<file path="src/hdl/assert_macros.svh">
// Assertion helpers used by the top-level and gain RTL files.
// Each macro expects clk and arst_n to be visible where it is used.
`ifndef ASSERT_MACROS_SVH
`define ASSERT_MACROS_SVH

// Consequent must hold in the same cycle as the antecedent.
`define RGMA_ASSERT_SAME(lbl, ante, cons, msg) \
	lbl: assert property (@(posedge clk) disable iff (!arst_n) (ante) |-> (cons)) \
		else $error(msg);

// Consequent must hold in the cycle after the antecedent.
`define RGMA_ASSERT_NEXT(lbl, ante, cons, msg) \
	lbl: assert property (@(posedge clk) disable iff (!arst_n) (ante) |=> (cons)) \
		else $error(msg);

`endif

</file>
<file path="src/hdl/rgma_pkg.sv">
package rgma_pkg;

	// Field and datapath widths
	localparam int SAMPLE_W = 32;
	localparam int GAIN_W   = 64;
	localparam int HALF_W   = GAIN_W / 2;
	localparam int PROD_W   = SAMPLE_W + GAIN_W;
	// Floored product is narrowed to this before the bus add; anything
	// outside this range saturates the 32-bit outputs anyway.
	localparam int NARROW_W = 42;
	localparam int SUM_W    = NARROW_W + 1;

	// Fraction bits of the gain format
	localparam int FRAC_LOW  = 15;
	localparam int FRAC_HIGH = 23;

	// Configuration register indexes
	localparam int CFG_IDX_W = 2;
	typedef enum logic [CFG_IDX_W-1:0] {
		CFG_PRECISION = 2'd0,
		CFG_START     = 2'd1,
		CFG_STEP      = 2'd2
	} cfg_idx_t;

	// Per-item sideband carried along the pipeline
	typedef struct packed {
		logic [SAMPLE_W-1:0] bus;
		logic                last;
		logic                frac_hi;
	} side_t;

	// Saturate a sum to the signed 32-bit range
	function automatic logic [SAMPLE_W-1:0] sat32(input logic [SUM_W-1:0] v);
		logic [SUM_W-SAMPLE_W:0] top_bits;
		top_bits = v[SUM_W-1:SAMPLE_W-1];
		if (top_bits == '0 || top_bits == '1) begin
			return v[SAMPLE_W-1:0];
		end else if (v[SUM_W-1]) begin
			return {1'b1, {(SAMPLE_W-1){1'b0}}};
		end else begin
			return {1'b0, {(SAMPLE_W-1){1'b1}}};
		end
	endfunction

endpackage

</file>
<file path="src/hdl/rgma_gain.sv">
`include "assert_macros.svh"

module rgma_gain (
	input  logic                                clk,
	input  logic                                arst_n,
	input  logic                                cfg_write,
	input  logic [rgma_pkg::CFG_IDX_W-1:0]      cfg_index,
	input  logic [rgma_pkg::GAIN_W-1:0]         cfg_data,
	input  logic                                item_fire,
	input  logic                                first,
	output logic signed [rgma_pkg::GAIN_W-1:0]  gain,
	output logic                                frac_hi
);
	import rgma_pkg::*;

	logic                precision_q;
	logic [GAIN_W-1:0]   start_q;
	logic [GAIN_W-1:0]   step_q;
	logic [GAIN_W-1:0]   gain_q;

	// Write configuration registers; unused indexes are dropped
	always_ff @(posedge clk or negedge arst_n) begin
		if (!arst_n) begin
			precision_q <= 1'b0;
			start_q     <= '0;
			step_q      <= '0;
		end else if (cfg_write) begin
			unique case (cfg_idx_t'(cfg_index))
				CFG_PRECISION: precision_q <= cfg_data[0];
				CFG_START:     start_q     <= cfg_data;
				CFG_STEP:      step_q      <= cfg_data;
				default: ;
			endcase
		end
	end

	// Reload on the first item of a run, otherwise use the running gain
	assign gain    = first ? $signed(start_q) : $signed(gain_q);
	assign frac_hi = precision_q;

	// Advance the gain by one step per transfer, wrapping modulo 2^64
	always_ff @(posedge clk or negedge arst_n) begin
		if (!arst_n) begin
			gain_q <= '0;
		end else if (item_fire) begin
			gain_q <= gain + step_q;
		end
	end

	`RGMA_ASSERT_NEXT(a_gain_reload, item_fire && first,
		gain_q == $past(start_q + step_q), "gain not reloaded from start value")
	`RGMA_ASSERT_NEXT(a_gain_step, item_fire && !first,
		gain_q == $past(gain_q + step_q), "gain did not advance by one step")
	`RGMA_ASSERT_NEXT(a_gain_hold, !item_fire,
		$stable(gain_q), "gain moved without a transfer")

endmodule

</file>
<file path="config.mk">
export PLATFORM = sky130hd
export DESIGN_NAME = rgma_gain
export DESIGN_NICKNAME = d
export VERILOG_FILES = /design/src/hdl/rgma_pkg.sv /design/src/hdl/rgma_gain.sv
export VERILOG_INCLUDE_DIRS = /design/src /design/src/hdl
export SDC_FILE = /design/constraint.sdc
export NUM_CORES = 1
export LEC_CHECK = 0
export ABC_AREA = 1
export BUFFER_PORTS_ARGS = -buffer_cell sky130_fd_sc_hd__buf_2
export CAP_MARGIN = 20
export CELL_PAD_IN_SITES_DETAIL_PLACEMENT = 1
export CELL_PAD_IN_SITES_GLOBAL_PLACEMENT = 2
export CORE_MARGIN = 4
export CORE_UTILIZATION = 33
export DETAILED_ROUTE_END_ITERATION = 10
export HOLD_SLACK_MARGIN = 0.15
export PLACE_DENSITY_LB_ADDON = 0.1
export SLEW_MARGIN = 15
export SYNTH_ARGS = -nofsm -noshare
export SYNTH_HDL_FRONTEND = slang
export SYNTH_SLANG_ARGS = --single-unit
export TNS_END_PERCENT = 10
</file>
<file path="constraint.sdc">
create_clock -name clk -period 3 [get_ports clk]
set_input_delay 0.9 -clock clk [delete_from_list [all_inputs] [get_ports clk]]
set_output_delay 0.9 -clock clk [all_outputs]
set_load 0.02 [all_outputs]
</file>
==> results.json <==
{
  "finalWorstSetupSlack_ps": 72.0,
  "die_y_um": 212,
  "syn_area_mm2": 0.0137,
  "endpoint_kind": "output port",
  "critPathMaxFanout": 7,
  "r2r_start": "gain_q[49]$_DFFE_PN0P_",
  "synthArstFlopShare": 1.00,
  "ff2ff_setup_slack_ps": 450,
  "core.rowCount": 74,
  "syn2layout_area_growth_pct": 31.1,
  "die_area_mm2": 0.0450,
  "synth_top_family_by_area": "simple AND/OR/NAND/NOR gates",
  "fin_util": 0.439,
  "grt-ovfl-total": 0,
  "grt_pass1_vias": 14800,
  "worstSkewPairLatency_ps": 500,
  "slew_headroom": 0.583,
  "dp_cells": 2942,
  "cp-startpoint": "first",
  "vias": 13800,
  "cp.arrival_ps": 2030,
  "root_buffer": "clkbuf_16",
  "cts_tree": "yes",
  "power_density_mw_per_mm2": 809,
  "rsz0062_at_grt": "yes",
  "cts.htree.levels": 4,
  "dr.pass1.iters": 5,
  "crit_required_ps": 2100,
  "ios": 136,
  "synthFlopType": "dfrtp_1",
  "run_status": "finished clean",
  "skew_ps": 16.9,
  "start_kind": "input pin",
  "clockBufferDepth": 2,
  "hold_class": "in -> async",
  "routed_wirelength_um": 51600,
  "remaining_drc_errors": 0,
  "antenna_cells": 0,
  "synth_compound_area_frac": 0.0868,
  "synthesis.nets": 2211,
  "ys_types": 33,
  "track_usage": 0.231,
  "fillerInstances": 5386,
  "syn_area_per_cell_um2": 6.62,
  "nets": 2569,
  "grt_pass1_wl_um": 81000,
  "reg2reg_to": "gain_q[60]$_DFFE_PN0P_",
  "ys_ff_latch": 193,
  "layout-drive-gt1-share": 0.251,
  "p_leak_nw": 10.2,
  "max_cap_viol_count": 0,
  "dp_hpwl_um": 40700,
  "yosysSeqAreaShare": 0.352,
  "synth_edf_count": 0,
  "core-area_mm2": 0.0410,
  "synth_simple_gate_area_frac": 0.323,
  "muxShareOfSynthArea": 0.0393,
  "synth_xor_area_frac": 0.0166,
  "peakVddDrop_mv": 0.396,
  "min_period_ps": 2930,
  "finalHoldViolCount": 0,
  "register_area_mm2": 0.00483,
  "drtIter0Drc": 732,
  "rr_worst_depth": 15,
  "maxSlewViolCount": 0,
  "fmax_mhz": 342,
  "netlist.area_leader.share": 0.352,
  "syn_inst": 2076,
  "cts_buffers": 17,
  "crit_type": "in -> out",
  "holdWs_ps": 427,
  "start_util": 0.335,
  "vias_per_cell": 4.62,
  "yosysWarnings": 0,
  "grt_max_degree": 129,
  "antenna_found_initial": 1,
  "dp_slack_ps": -574,
  "worst_slew_pin_slew_ps": 626,
  "multiInputGateArea_mm2": 0.00761,
  "die_x_um": 212,
  "clkTransAtPathRegs_ps": 80,
  "gp_congestion": 0.922,
  "io_buffers": 135,
  "wl_per_cell_um": 17.3,
  "setup_tns_ps": 0,
  "endpoint": "gain[55]",
  "synth_area_leaders": "dfrtp_1, nand2_1, inv_1",
  "setup_viol": 0,
  "cts_sinks": 193,
  "postRouteAntennaNets": 0,
  "yosys.area.top_type": "dfrtp_1",
  "synthAdderAreaFrac": 0.0588,
  "fin_crit_sh": 0.976,
  "finalNonFillerCells": 2979
}
==> registers in the layout (all words and copies together), names as in the netlist <==
name,count
frac_hi,1
start_q,64
gain_q,64
step_q,64
==> report_power, final <==
part	switching [mW]	total [mW]	internal, mW
sequential	0.465	3.76	3.29
combinational	4.84	8.35	3.51
clock	1.14	2.45	1.32
total	6.45	14.6	8.12
==> layout make-up <==
type | instances | area share
clock inverters | 12 | 0.00868
repair buffers | 390 | 0.155
inverters | 402 | 0.0838
clock buffers | 20 | 0.0242
multi-input cells | 1430 | 0.423
well taps | 532 | 0.0370
flip-flops and latches | 193 | 0.268
==> worst min path at each step <==
stage | slack [ps] | from | cells past startpoint | endpoint
6_report | 430 | arst_n | 1 | step_q[18]$_DFFE_PN0P_
5_1_grt | 440 | arst_n | 1 | step_q[18]$_DFFE_PN0P_
4_1_cts | 400 | arst_n | 1 | gain_q[18]$_DFFE_PN0P_
3_5_place_dp | 470 | gain_q[44]$_DFFE_PN0P_ | 2 | gain_q[44]$_DFFE_PN0P_
3_3_place_gp | 460 | start_q[63]$_DFFE_PN0P_ | 2 | start_q[63]$_DFFE_PN0P_
2_1_floorplan | 450 | gain_q[44]$_DFFE_PN0P_ | 2 | gain_q[44]$_DFFE_PN0P_
==> critical path, stage by stage <==
cell and delay (ps):
buf_12 140, buf_12 150, buf_4 160, mux2_2 380, buf_4 150, buf_2 150
==> Yosys cell counts (all sizes together) (11+ instances only) <==
master	count
nand2	816
inv	400
dfrtp	193
o21ai	190
nor2	119
nand3	81
ha	63
mux2	48
clkbuf	46
a21oi	42
xnor2	23
nor3	15
nand4	11
==> per-layer routing <==
metal	up-vias	share of wire	GRT usage
met1	6529	0.50	0.329
met5	-	0.00025	0
met3	39	0.030	0.0329
met4	2	0.017	0.0606
li1	7040	-	-
met2	163	0.45	0.372
==> through the flow <==
stage	area (um^2)	total power, mW
floorplan	13900	8.21
global placement	17000	11.8
detailed placement	17000	11.9
CTS	17700	14.5
global route	18000	15.8
finish	18000	14.6
==> cells by family (layout without fill, tap and decap cells) <==
group           count (synthesis)  in the layout
flops                         193            193
mux                            48             48
buf+inv                       453            824
compound gates                236            236
xor+xnor                       26             26
fa+ha+maj                      64             64
simple gates                 1056           1056
==> cells in the final DEF (no fill, tap or decap), types with 35 or more instances in the layout <==
cell,synthesis,layout
buf_4,1,241
buf_2,4,133
dfrtp_1,193,193
nand2_2,32,51
o21ai_0,168,152
mux2_2,48,44
inv_1,395,394
nor2_1,95,84
ha_1,63,46
nand2_1,784,764
o21ai_1,22,35
nand3_1,71,68
==> what timing repair did <==
item / in CTS / in global routing
hold buffers: 0 / 0
cloned: 0 / 4
pin swaps: 0 / 3
gates resized for setup: 3 / 61
buffers inserted: 0 / 1
setup endpoints to repair: 3 / 47
Note: power is estimated with default switching activity, not from simulation.
