==> src/hdl/assert_macros.svh <==
// Assertion helpers used by the top-level and gain RTL files.
// Each macro expects clk and arst_n to be visible where it is used.
`ifndef ASSERT_MACROS_SVH
`define ASSERT_MACROS_SVH

// Consequent must hold in the same cycle as the antecedent.
`define RGMA_ASSERT_SAME(lbl, ante, cons, msg) \
	lbl: assert property (@(posedge clk) disable iff (!arst_n) (ante) |-> (cons)) \
		else $error(msg);

// Consequent must hold in the cycle after the antecedent.
`define RGMA_ASSERT_NEXT(lbl, ante, cons, msg) \
	lbl: assert property (@(posedge clk) disable iff (!arst_n) (ante) |=> (cons)) \
		else $error(msg);

`endif

==> src/hdl/rgma_pkg.sv <==
package rgma_pkg;

	// Field and datapath widths
	localparam int SAMPLE_W = 32;
	localparam int GAIN_W   = 64;
	localparam int HALF_W   = GAIN_W / 2;
	localparam int PROD_W   = SAMPLE_W + GAIN_W;
	// Floored product is narrowed to this before the bus add; anything
	// outside this range saturates the 32-bit outputs anyway.
	localparam int NARROW_W = 42;
	localparam int SUM_W    = NARROW_W + 1;

	// Fraction bits of the gain format
	localparam int FRAC_LOW  = 15;
	localparam int FRAC_HIGH = 23;

	// Configuration register indexes
	localparam int CFG_IDX_W = 2;
	typedef enum logic [CFG_IDX_W-1:0] {
		CFG_PRECISION = 2'd0,
		CFG_START     = 2'd1,
		CFG_STEP      = 2'd2
	} cfg_idx_t;

	// Per-item sideband carried along the pipeline
	typedef struct packed {
		logic [SAMPLE_W-1:0] bus;
		logic                last;
		logic                frac_hi;
	} side_t;

	// Saturate a sum to the signed 32-bit range
	function automatic logic [SAMPLE_W-1:0] sat32(input logic [SUM_W-1:0] v);
		logic [SUM_W-SAMPLE_W:0] top_bits;
		top_bits = v[SUM_W-1:SAMPLE_W-1];
		if (top_bits == '0 || top_bits == '1) begin
			return v[SAMPLE_W-1:0];
		end else if (v[SUM_W-1]) begin
			return {1'b1, {(SAMPLE_W-1){1'b0}}};
		end else begin
			return {1'b0, {(SAMPLE_W-1){1'b1}}};
		end
	endfunction

endpackage

==> src/hdl/rgma_out.sv <==
module rgma_out (
	input  logic                                  clk,
	input  logic                                  en_s3,
	input  logic signed [rgma_pkg::PROD_W-1:0]    prod_s2,
	input  rgma_pkg::side_t                       side_s2,
	output logic [rgma_pkg::SAMPLE_W-1:0]         mixed_q,
	output logic [rgma_pkg::SAMPLE_W-1:0]         product_q,
	output logic                                  last_q
);
	import rgma_pkg::*;

	logic signed [PROD_W-1:0]   floored;
	logic [PROD_W-NARROW_W:0]   top_bits;
	logic [NARROW_W-1:0]        narrow;
	logic [SUM_W-1:0]           narrow_ext;
	logic [SUM_W-1:0]           mix_sum;

	// Floor by arithmetic shift over the selected fraction bits
	assign floored = side_s2.frac_hi ? (prod_s2 >>> FRAC_HIGH) : (prod_s2 >>> FRAC_LOW);

	// Narrow the floored product, clamping values far outside 32 bits
	assign top_bits = floored[PROD_W-1:NARROW_W-1];
	always_comb begin
		if (top_bits == '0 || top_bits == '1) begin
			narrow = floored[NARROW_W-1:0];
		end else if (floored[PROD_W-1]) begin
			narrow = {1'b1, {(NARROW_W-1){1'b0}}};
		end else begin
			narrow = {1'b0, {(NARROW_W-1){1'b1}}};
		end
	end

	// Add the bus sample
	assign narrow_ext = SUM_W'($signed(narrow));
	assign mix_sum    = SUM_W'($signed(side_s2.bus)) + narrow_ext;

	// Hold saturated results until the receiver takes them
	always_ff @(posedge clk) begin
		if (en_s3) begin
			mixed_q   <= sat32(mix_sum);
			product_q <= sat32(narrow_ext);
			last_q    <= side_s2.last;
		end
	end

endmodule
==> config.mk <==
export PLATFORM = sky130hd
export DESIGN_NAME = rgma_out
export DESIGN_NICKNAME = d
export VERILOG_FILES = /design/src/hdl/assert_macros.svh /design/src/hdl/rgma_pkg.sv /design/src/hdl/rgma_out.sv
export SDC_FILE = /design/constraint.sdc
export NUM_CORES = 1
export LEC_CHECK = 0
export BUFFER_PORTS_ARGS = -buffer_cell sky130_fd_sc_hd__buf_2
export CAP_MARGIN = 20
export CORE_MARGIN = 2
export CORE_UTILIZATION = 45
export CTS_CLUSTER_SIZE = 12
export DETAILED_ROUTE_END_ITERATION = 7
export GPL_TIMING_DRIVEN = 1
export PLACE_DENSITY = 0.82
export SLEW_MARGIN = 10
export SYNTH_ARGS = -nofsm -noshare
export SYNTH_HDL_FRONTEND = slang
export SYNTH_SLANG_ARGS = --single-unit
==> constraint.sdc <==
create_clock -name clk -period 8.05 [get_ports clk]
set_input_delay 1.61 -clock clk [delete_from_list [all_inputs] [get_ports clk]]
set_output_delay 1.61 -clock clk [all_outputs]
set_load 0.05 [all_outputs]
==> results of run 1 <==
-- layout make-up --
| class | count | area, um2 | share of cell area [%] |
|---|---|---|---|
| timing repair buffer | 191 | 993 | 12.7 |
| tap | 180 | 225 | 2.88 |
| sequential | 65 | 1950 | 25.0 |
| clock buffer | 9 | 225 | 2.88 |
| clock inverter | 7 | 95.1 | 1.22 |
| multi-input combinational | 589 | 4320 | 55.2 |
| inverter | 4 | 15.0 | 0.192 |
-- kinds of logic after synthesis --
group	Yosys count	share of synthesized area (%)
compound gates	208	20.5
fa+ha+maj	43	8.44
xor+xnor	35	4.74
flops	65	30.2
simple gates	200	15.8
buf+inv	48	3.15
mux	103	17.2
-- metrics by stage --
| stage | instance area [um2] | util (%) | power [mW] | hold WS, ns |
|---|---|---|---|---|
| floorplan | 6460 | - | 0.786 | 1.71 |
| global placement | 7500 | 53.8 | 0.923 | 1.79 |
| detailed placement | 7500 | 53.8 | 0.925 | 1.79 |
| CTS | 7820 | 56.1 | 1.36 | 1.43 |
| global route | 7820 | 56.1 | 1.41 | 1.43 |
| finish | 7820 | 56.1 | 1.35 | 1.44 |
-- routing by layer --
metal,vias to the layer above,wire length (um)
li1,3043,-
met1,2973,8500
met2,273,9320
met3,35,1430
met4,0,447
met5,-,0
-- how the worst max path moves through the flow --
stage | endpoint | cells past startpoint
2_1_floorplan | mixed_q[1] | 24
3_3_place_gp | mixed_q[2] | 23
3_5_place_dp | mixed_q[2] | 23
4_1_cts | mixed_q[21] | 21
5_1_grt | mixed_q[2] | 22
6_report | mixed_q[21] | 23
-- cells in the mapped netlist (all sizes together), types with 3 or more instances --
cell type | instances | area (um2)
mux2i | 39 | 390
clkbuf | 36 | 135
a221oi | 3 | 43.8
a21o | 17 | 128
or3 | 4 | 25.0
o211ai | 7 | 52.6
ha | 42 | 526
o2111ai | 3 | 26.3
o21bai | 5 | 37.5
o21a | 7 | 52.6
buf | 8 | 53.8
a221o | 3 | 30.0
o31ai | 6 | 45.0
nand4 | 19 | 119
nor2b | 5 | 31.3
nand3 | 12 | 60.1
nor2 | 39 | 146
nand2 | 55 | 206
mux2 | 64 | 721
xor2 | 17 | 149
nor4 | 13 | 87.6
or4 | 5 | 37.5
and3 | 8 | 50.1
edfxtp | 65 | 1950
inv | 4 | 15.0
o21ai | 32 | 160
nand2b | 6 | 37.5
a31oi | 11 | 83.8
a211oi | 9 | 67.6
nor3b | 3 | 22.5
xnor2 | 18 | 158
nor3 | 19 | 95.1
a21oi | 91 | 455
-- power groups by stage --
stage | Clock (mW) | Sequential [mW] | Combinational, mW
2_1_floorplan | 0 | 0.547 | 0.239
3_3_place_gp | 0 | 0.429 | 0.493
3_5_place_dp | 0 | 0.428 | 0.497
4_1_cts | 0.433 | 0.422 | 0.500
5_1_grt | 0.448 | 0.425 | 0.541
6_report | 0.428 | 0.422 | 0.504
-- sequential cells by signal, summed over array words and instances, names as in the netlist --
name,flops
mixed_q,32
product_q,32
last_q,1
-- critical path, delay by kind of cell --
family,cells,cell delay [ns]
AO/OA/AOI/OAI,7,1.72
buffers and inverters,3,0.62
multiplexers,1,0.37
adder cells (fa/ha/maj),1,0.41
AND/OR/NAND/NOR,11,2.85
==> impl_results.md, run 1 <==
* Status: completed
* Worst VDD drop at 128 uV
* Final setup viols at 0
* HP Start: side_s2[1]
* # DRC at 0
* Largest net degree at the start of global routing at 40
* Vias/cell at 6.05
* Gr ovfl total at 0
* Setup WS post-layout at 0.540 ns
* Worst-path clk slew at 0.05 ns
* Post-synth cell types at 63
* GR Layer Usage met3 at 4.53%
* Place WS at 0.366 ns
* GRT Util Overall at 26.0%
* Initial Util at 46.4%
* Max Cap Viol at 0
* Number of I/O pins at 197
* Final GP Congestion at 0.955
* First DRT Iteration DRCs at 510
* Leak Pwr at 3.30 nW
* Power Internal at 0.850 mW
* Cell chain of the critical path: buf_2 > or4_1 > or4_1 > nor4_1 > a31oi_1 > nor3_1 > nand4_1 > nand2_1 > nor2_2 > buf_4 > a21oi_1 > ha_1 > o21ai_0 > nor2_1 > o21ai_0 > a21oi_1 > or3_1 > a221oi_4 > nor4_1 > and4b_1 > a31oi_4 > buf_12 > mux2_1
* CTS root buf: clkbuf_16
* Die Y at 124 um
* CP Class: input port to register
* Fmax at 133 MHz
* Non-Filler Instances at 1,045
* Hold depth at 1
* CTS tree: built
* Slew @ Worst Pin at 1.05 ns
* Die X at 124 um
* Slew Limit Headroom at 29.6%
* Syn Area/Cell at 9.21 um2
* Hold endpoint: last_q
* Area growth syn-to-layout at 21.0%
* CP arrival at 7.60 ns
* Sequential cell fraction of total power at 31.2%
* Global-route wire length before repair at 30,700 um
* Fin Setup TNS at 0 ns
* Nets at 1,035
* Fraction of registers with async set/reset at 0%
* Slew Viols, Final at 0
* Met2 Usage GRT at 43.6%
* DP Cell Count at 1,029
* RSZ-0062 raised after global routing: false
* Power per cell area at 173 nW/um2
* Vias in the first global route at 6,016
* Avg WL per Cell at 18.9 um
* Met1 usage at 34.4%
* Ant. Diodes at 0
* Synthesized cell area at 6460 um2
* CTS resizes at 0
* Most frequent cells in the layout: buf_2, a21oi_1, edfxtp_1
* Sw Pwr at 0.503 mW
* Biggest cell delay along the critical path at 0.56 ns
* Site Rows at 43
* Sequential share of the synthesized area at 30.2%
* Synthesized flop and latch total at 65
* Crit path launch type: input port
* Number of flops mapped to enable cells by yosys at 65
* Worst Hold Class: input port to register
* Most Crowded Layer GR: met2
* Post-DP HPWL at 15,500 um
* Total number of vias at 6,324
* Core area at 13,900 um2
* DIE AREA at 15,300 um2
* CP endpoint kind: register
* Setup repair bufs after CTS at 0
* Max H-tree Level at 3
* # fillers at 1,274
* Commonest non-fill, non-tap cell in the layout: buf_2
* Synth warn at 0
* Synth Instances at 702
* Antenna Nets Post-Route at 0
* Final Hold Fails at 0
* Period utilization at 93.3%
* Clock sinks at 65
* Share of layout cells above drive strength 1 at 28.7%
* CTS Buffer Depth at 2
* Slowest stage cell on the critical path: or4_1
* CP Launch Point: prod_s2[69]
* Switching share of power at 37.2%
* Comb pwr share at 37.2%
* First-pass DRT Iterations at 5
* Mapped Nets at 877
* CTS buffer count at 9
* WP data required at 8.14 ns
* Synth Flop Type: edfxtp_1
* Part of the power in the clock network at 31.6%
* IO Port Bufs at 181
* Critical path peak fanout at 31
* WL final at 19,700 um
* Min Tclk post-route at 7.51 ns
* CTS Hold Buffers Added at 0
* Initial antenna violation count at 0
No activity file was read; power rests on OpenSTA's default activity.
==> inputs of run 2 (changes only) <==
Settings changed: ABC_AREA from default to 1, PLACE_DENSITY 0.82 to 0.8.
==> run 2 against run 1 <==
Compared with the run above:
- synthesized cell count grew 93%
- total power is 5.8% higher
- area after synthesis grew 21%
- clock power about the same
- die area increased by 20%
- worst setup slack improved by 0.68 ns
- utilization fell by 3.0 points
- non-clock buffer count decreased by 4
- worst hold slack improved by 0.0095 ns
- largest cell class unchanged
- largest power group unchanged
==> impl_results.md, run 2 <==
* Leak Pwr at 5.12 nW (+55%)
* Avg WL per Cell at 14.2 um (-25%)
* Fraction of registers with async set/reset at 0% (unchanged)
* Clock sinks at 65 (unchanged)
* CTS Buffer Depth at 2 (unchanged)
* Post-synth top area cell: nand2_1
* RSZ-0062 raised after global routing: false
* First DRT Iteration DRCs at 748 (+47%)
* Post-synth top cells: nand2_1, inv_1, nor2_1
* WP data required at 8.12 ns (-0.02 ns)
* Largest regs: mixed_q x32, product_q x32, last_q x1
* Slew Limit Headroom at 40.9% (+11 points)
* HP Start: side_s2[1]
* Nets at 1,689 (+63%)
* Share of layout cells above drive strength 1 at 14.0% (-15 points)
* Fmax at 147 MHz (+10%)
* Number of flops mapped to enable cells by yosys at 65 (unchanged)
* DR WL met3 at 1910 um (+34%)
* Max H-tree Level at 3 (unchanged)
* Syn Area/Cell at 5.75 um2 (-38%)
* Fin Setup TNS at 0 ns (unchanged)
* Vias/cell at 5.04 (-17%)
* Worst VDD drop at 112 uV (-12%)
* WL final at 24,700 um (+26%)
* DIE AREA at 18,400 um2 (+20%)
* Max Cap Viol at 0 (unchanged)
* Initial antenna violation count at 1 (+1)
* Mapped Nets at 1,532 (+75%)
* Worst Hold Class: input port to register
* Post-synth cell types at 30 (-52%)
* Site Rows at 48 (+12%)
* Top-count cell post-synth: nand2_1
* CP bufs+invs at 4 (+1)
* Power per cell area at 157 nW/um2 (-9.0%)
* First-pass DRT Iterations at 6 (+1)
* CP Class: input port to register
* Metal1 wirelength at 10,800 um (+27%)
* Critical path peak fanout at 104 (+240%)
* Antenna Nets Post-Route at 0 (unchanged)
* CP delay by family, top: simple AND/OR/NAND/NOR gates
* Synth Instances at 1,357 (+93%)
* Slowest stage cell on the critical path: buf_4
* Share of Yosys cell area claimed by the top area cell type at 31.5% (+1.3 points)
* Worst-path clk slew at 0.06 ns (about the same)
* Sequential share of the synthesized area at 25.0% (-5.2 points)
* Hold endpoint: last_q
* Setup repair bufs after CTS at 0 (unchanged)
* CP arrival at 6.89 ns (-0.71 ns)
* Synthesized flop and latch total at 65 (unchanged)
* Final GP Congestion at 0.995 (+4.1%)
* Period utilization at 84.8% (-8.5 points)
* Initial Util at 45.6% (-0.79 points)
* Final core utilization at 53.2% (-3.0 points)
* # fillers at 1,759 (+38%)
* Synthesized cell area at 7810 um2 (+21%)
* Die Y at 136 um (+9.6%)
* CTS Hold Buffers Added at 0 (unchanged)
* Biggest cell delay along the critical path at 0.68 ns (+0.12 ns)
* Ranking of synthesized cells by area: nand2_1, edfxtp_1, inv_1
* IO Port Bufs at 181 (unchanged)
* Hold depth at 1 (unchanged)
* Final Hold Fails at 0 (unchanged)
* Largest net degree at the start of global routing at 105 (+160%)
* Status: completed
* Die X at 136 um (+9.6%)
* DR WL met2 at 11,200 um (+20%)
* Setup WS post-layout at 1.22 ns (+0.685 ns)
* Commonest non-fill, non-tap cell in the layout: nand2_1
* Ant. Diodes at 0 (unchanged)
* Slew @ Worst Pin at 0.887 ns (-0.168 ns)
* Number of I/O pins at 197 (unchanged)
* Post-DP HPWL at 20,000 um (+30%)
* Synth warn at 0 (unchanged)
* Slew Viols, Final at 0 (unchanged)
* Top cell by count, worst path: nand2_1
* Min Tclk post-route at 6.83 ns (-0.685 ns)
* Most frequent cells in the layout: nand2_1, inv_1, buf_2
* CTS resizes at 0 (unchanged)
* Final setup viols at 0 (unchanged)
* Synth Flop Type: edfxtp_1
* Highest metal used: met5
* Vias in the first global route at 7,838 (+30%)
* CTS tree: built
* CTS root buf: clkbuf_16
* GRT Util Overall at 26.6% (+0.61 points)
* CP endpoint kind: register
* Crit path launch type: input port
* # DRC at 0 (unchanged)
* Global-route wire length before repair at 38,300 um (+25%)
* Gr ovfl total at 0 (unchanged)
* CTS buffer count at 9 (unchanged)
* Area growth syn-to-layout at 16.6%
* Place WS at 0.966 ns (+0.601 ns)
* Total number of vias at 8,782 (+39%)
* Core area at 17,100 um2 (+23%)
==> run 2: changes by cell type in the layout (fill, tap and decap cells not counted), sizes merged, moves of 17 or more <==
cell / previous run / this run
nand2: 55 / 658
nor2: 39 / 134
mux2i: 39 / 1
mux2: 64 / 0
nand3: 12 / 71
a21oi: 91 / 34
inv: 4 / 193
a21o: 17 / 0
nor3: 19 / 2
==> run 2: how the worst max path moves through the flow <==
stage                     startpoint           to  depth (start not counted)
after global routing      side_s2[0]  mixed_q[14]                         30
after global placement    side_s2[0]   mixed_q[0]                         31
final                     side_s2[0]  mixed_q[14]                         29
after CTS                 side_s2[0]  mixed_q[14]                         29
after floorplan           side_s2[0]  mixed_q[10]                         33
after detailed placement  side_s2[0]  mixed_q[14]                         29
==> run 2: power by group <==
group / switching [mW] / internal (mW)
sequential: 0.00753 / 0.419
combinational: 0.415 / 0.164
clock: 0.156 / 0.271
==> run 2: final cells by class <==
cell class | instances | area [um2] | share of cell area (%)
Multi-Input combinational cell | 1059 | 4880 | 53.6
Sequential cell | 65 | 1950 | 21.4
Timing Repair Buffer | 187 | 951 | 10.4
Inverter | 192 | 721 | 7.92
Tap cell | 225 | 282 | 3.09
Clock buffer | 9 | 225 | 2.47
Clock inverter | 7 | 93.8 | 1.03
==> run 2: per-stage QoR <==
stage               instances  instance area (um2)  total power, mW  hold slack, ns
floorplan                1357                 7810            0.852            1.71
global placement         1728                 8780            0.996            1.79
detailed placement       1728                 8780             1.00            1.79
CTS                      1744                 9100             1.43            1.44
global route             1744                 9100             1.51            1.44
finish                   1744                 9100             1.43            1.45
==> run 2: cells by family (layout without fill, tap and decap cells) <==
group,count (synthesis),in the layout,synth area share [%]
AOI/OAI and AO/OA,104,104,7.58
xor gates and xnor gates,29,29,3.25
and+or+nand+nor,882,882,44.5
buffers and inverters,233,395,12.5
muxes,1,1,0.128
DFF,65,65,25.0
adders and majority gates,43,43,6.99
==> run 2: per-layer routing <==
layer	up-vias	global-route usage [%]
li1	4504	-
met1	3835	34.6
met2	373	44.7
met3	68	4.41
met4	2	9.32
met5	-	0
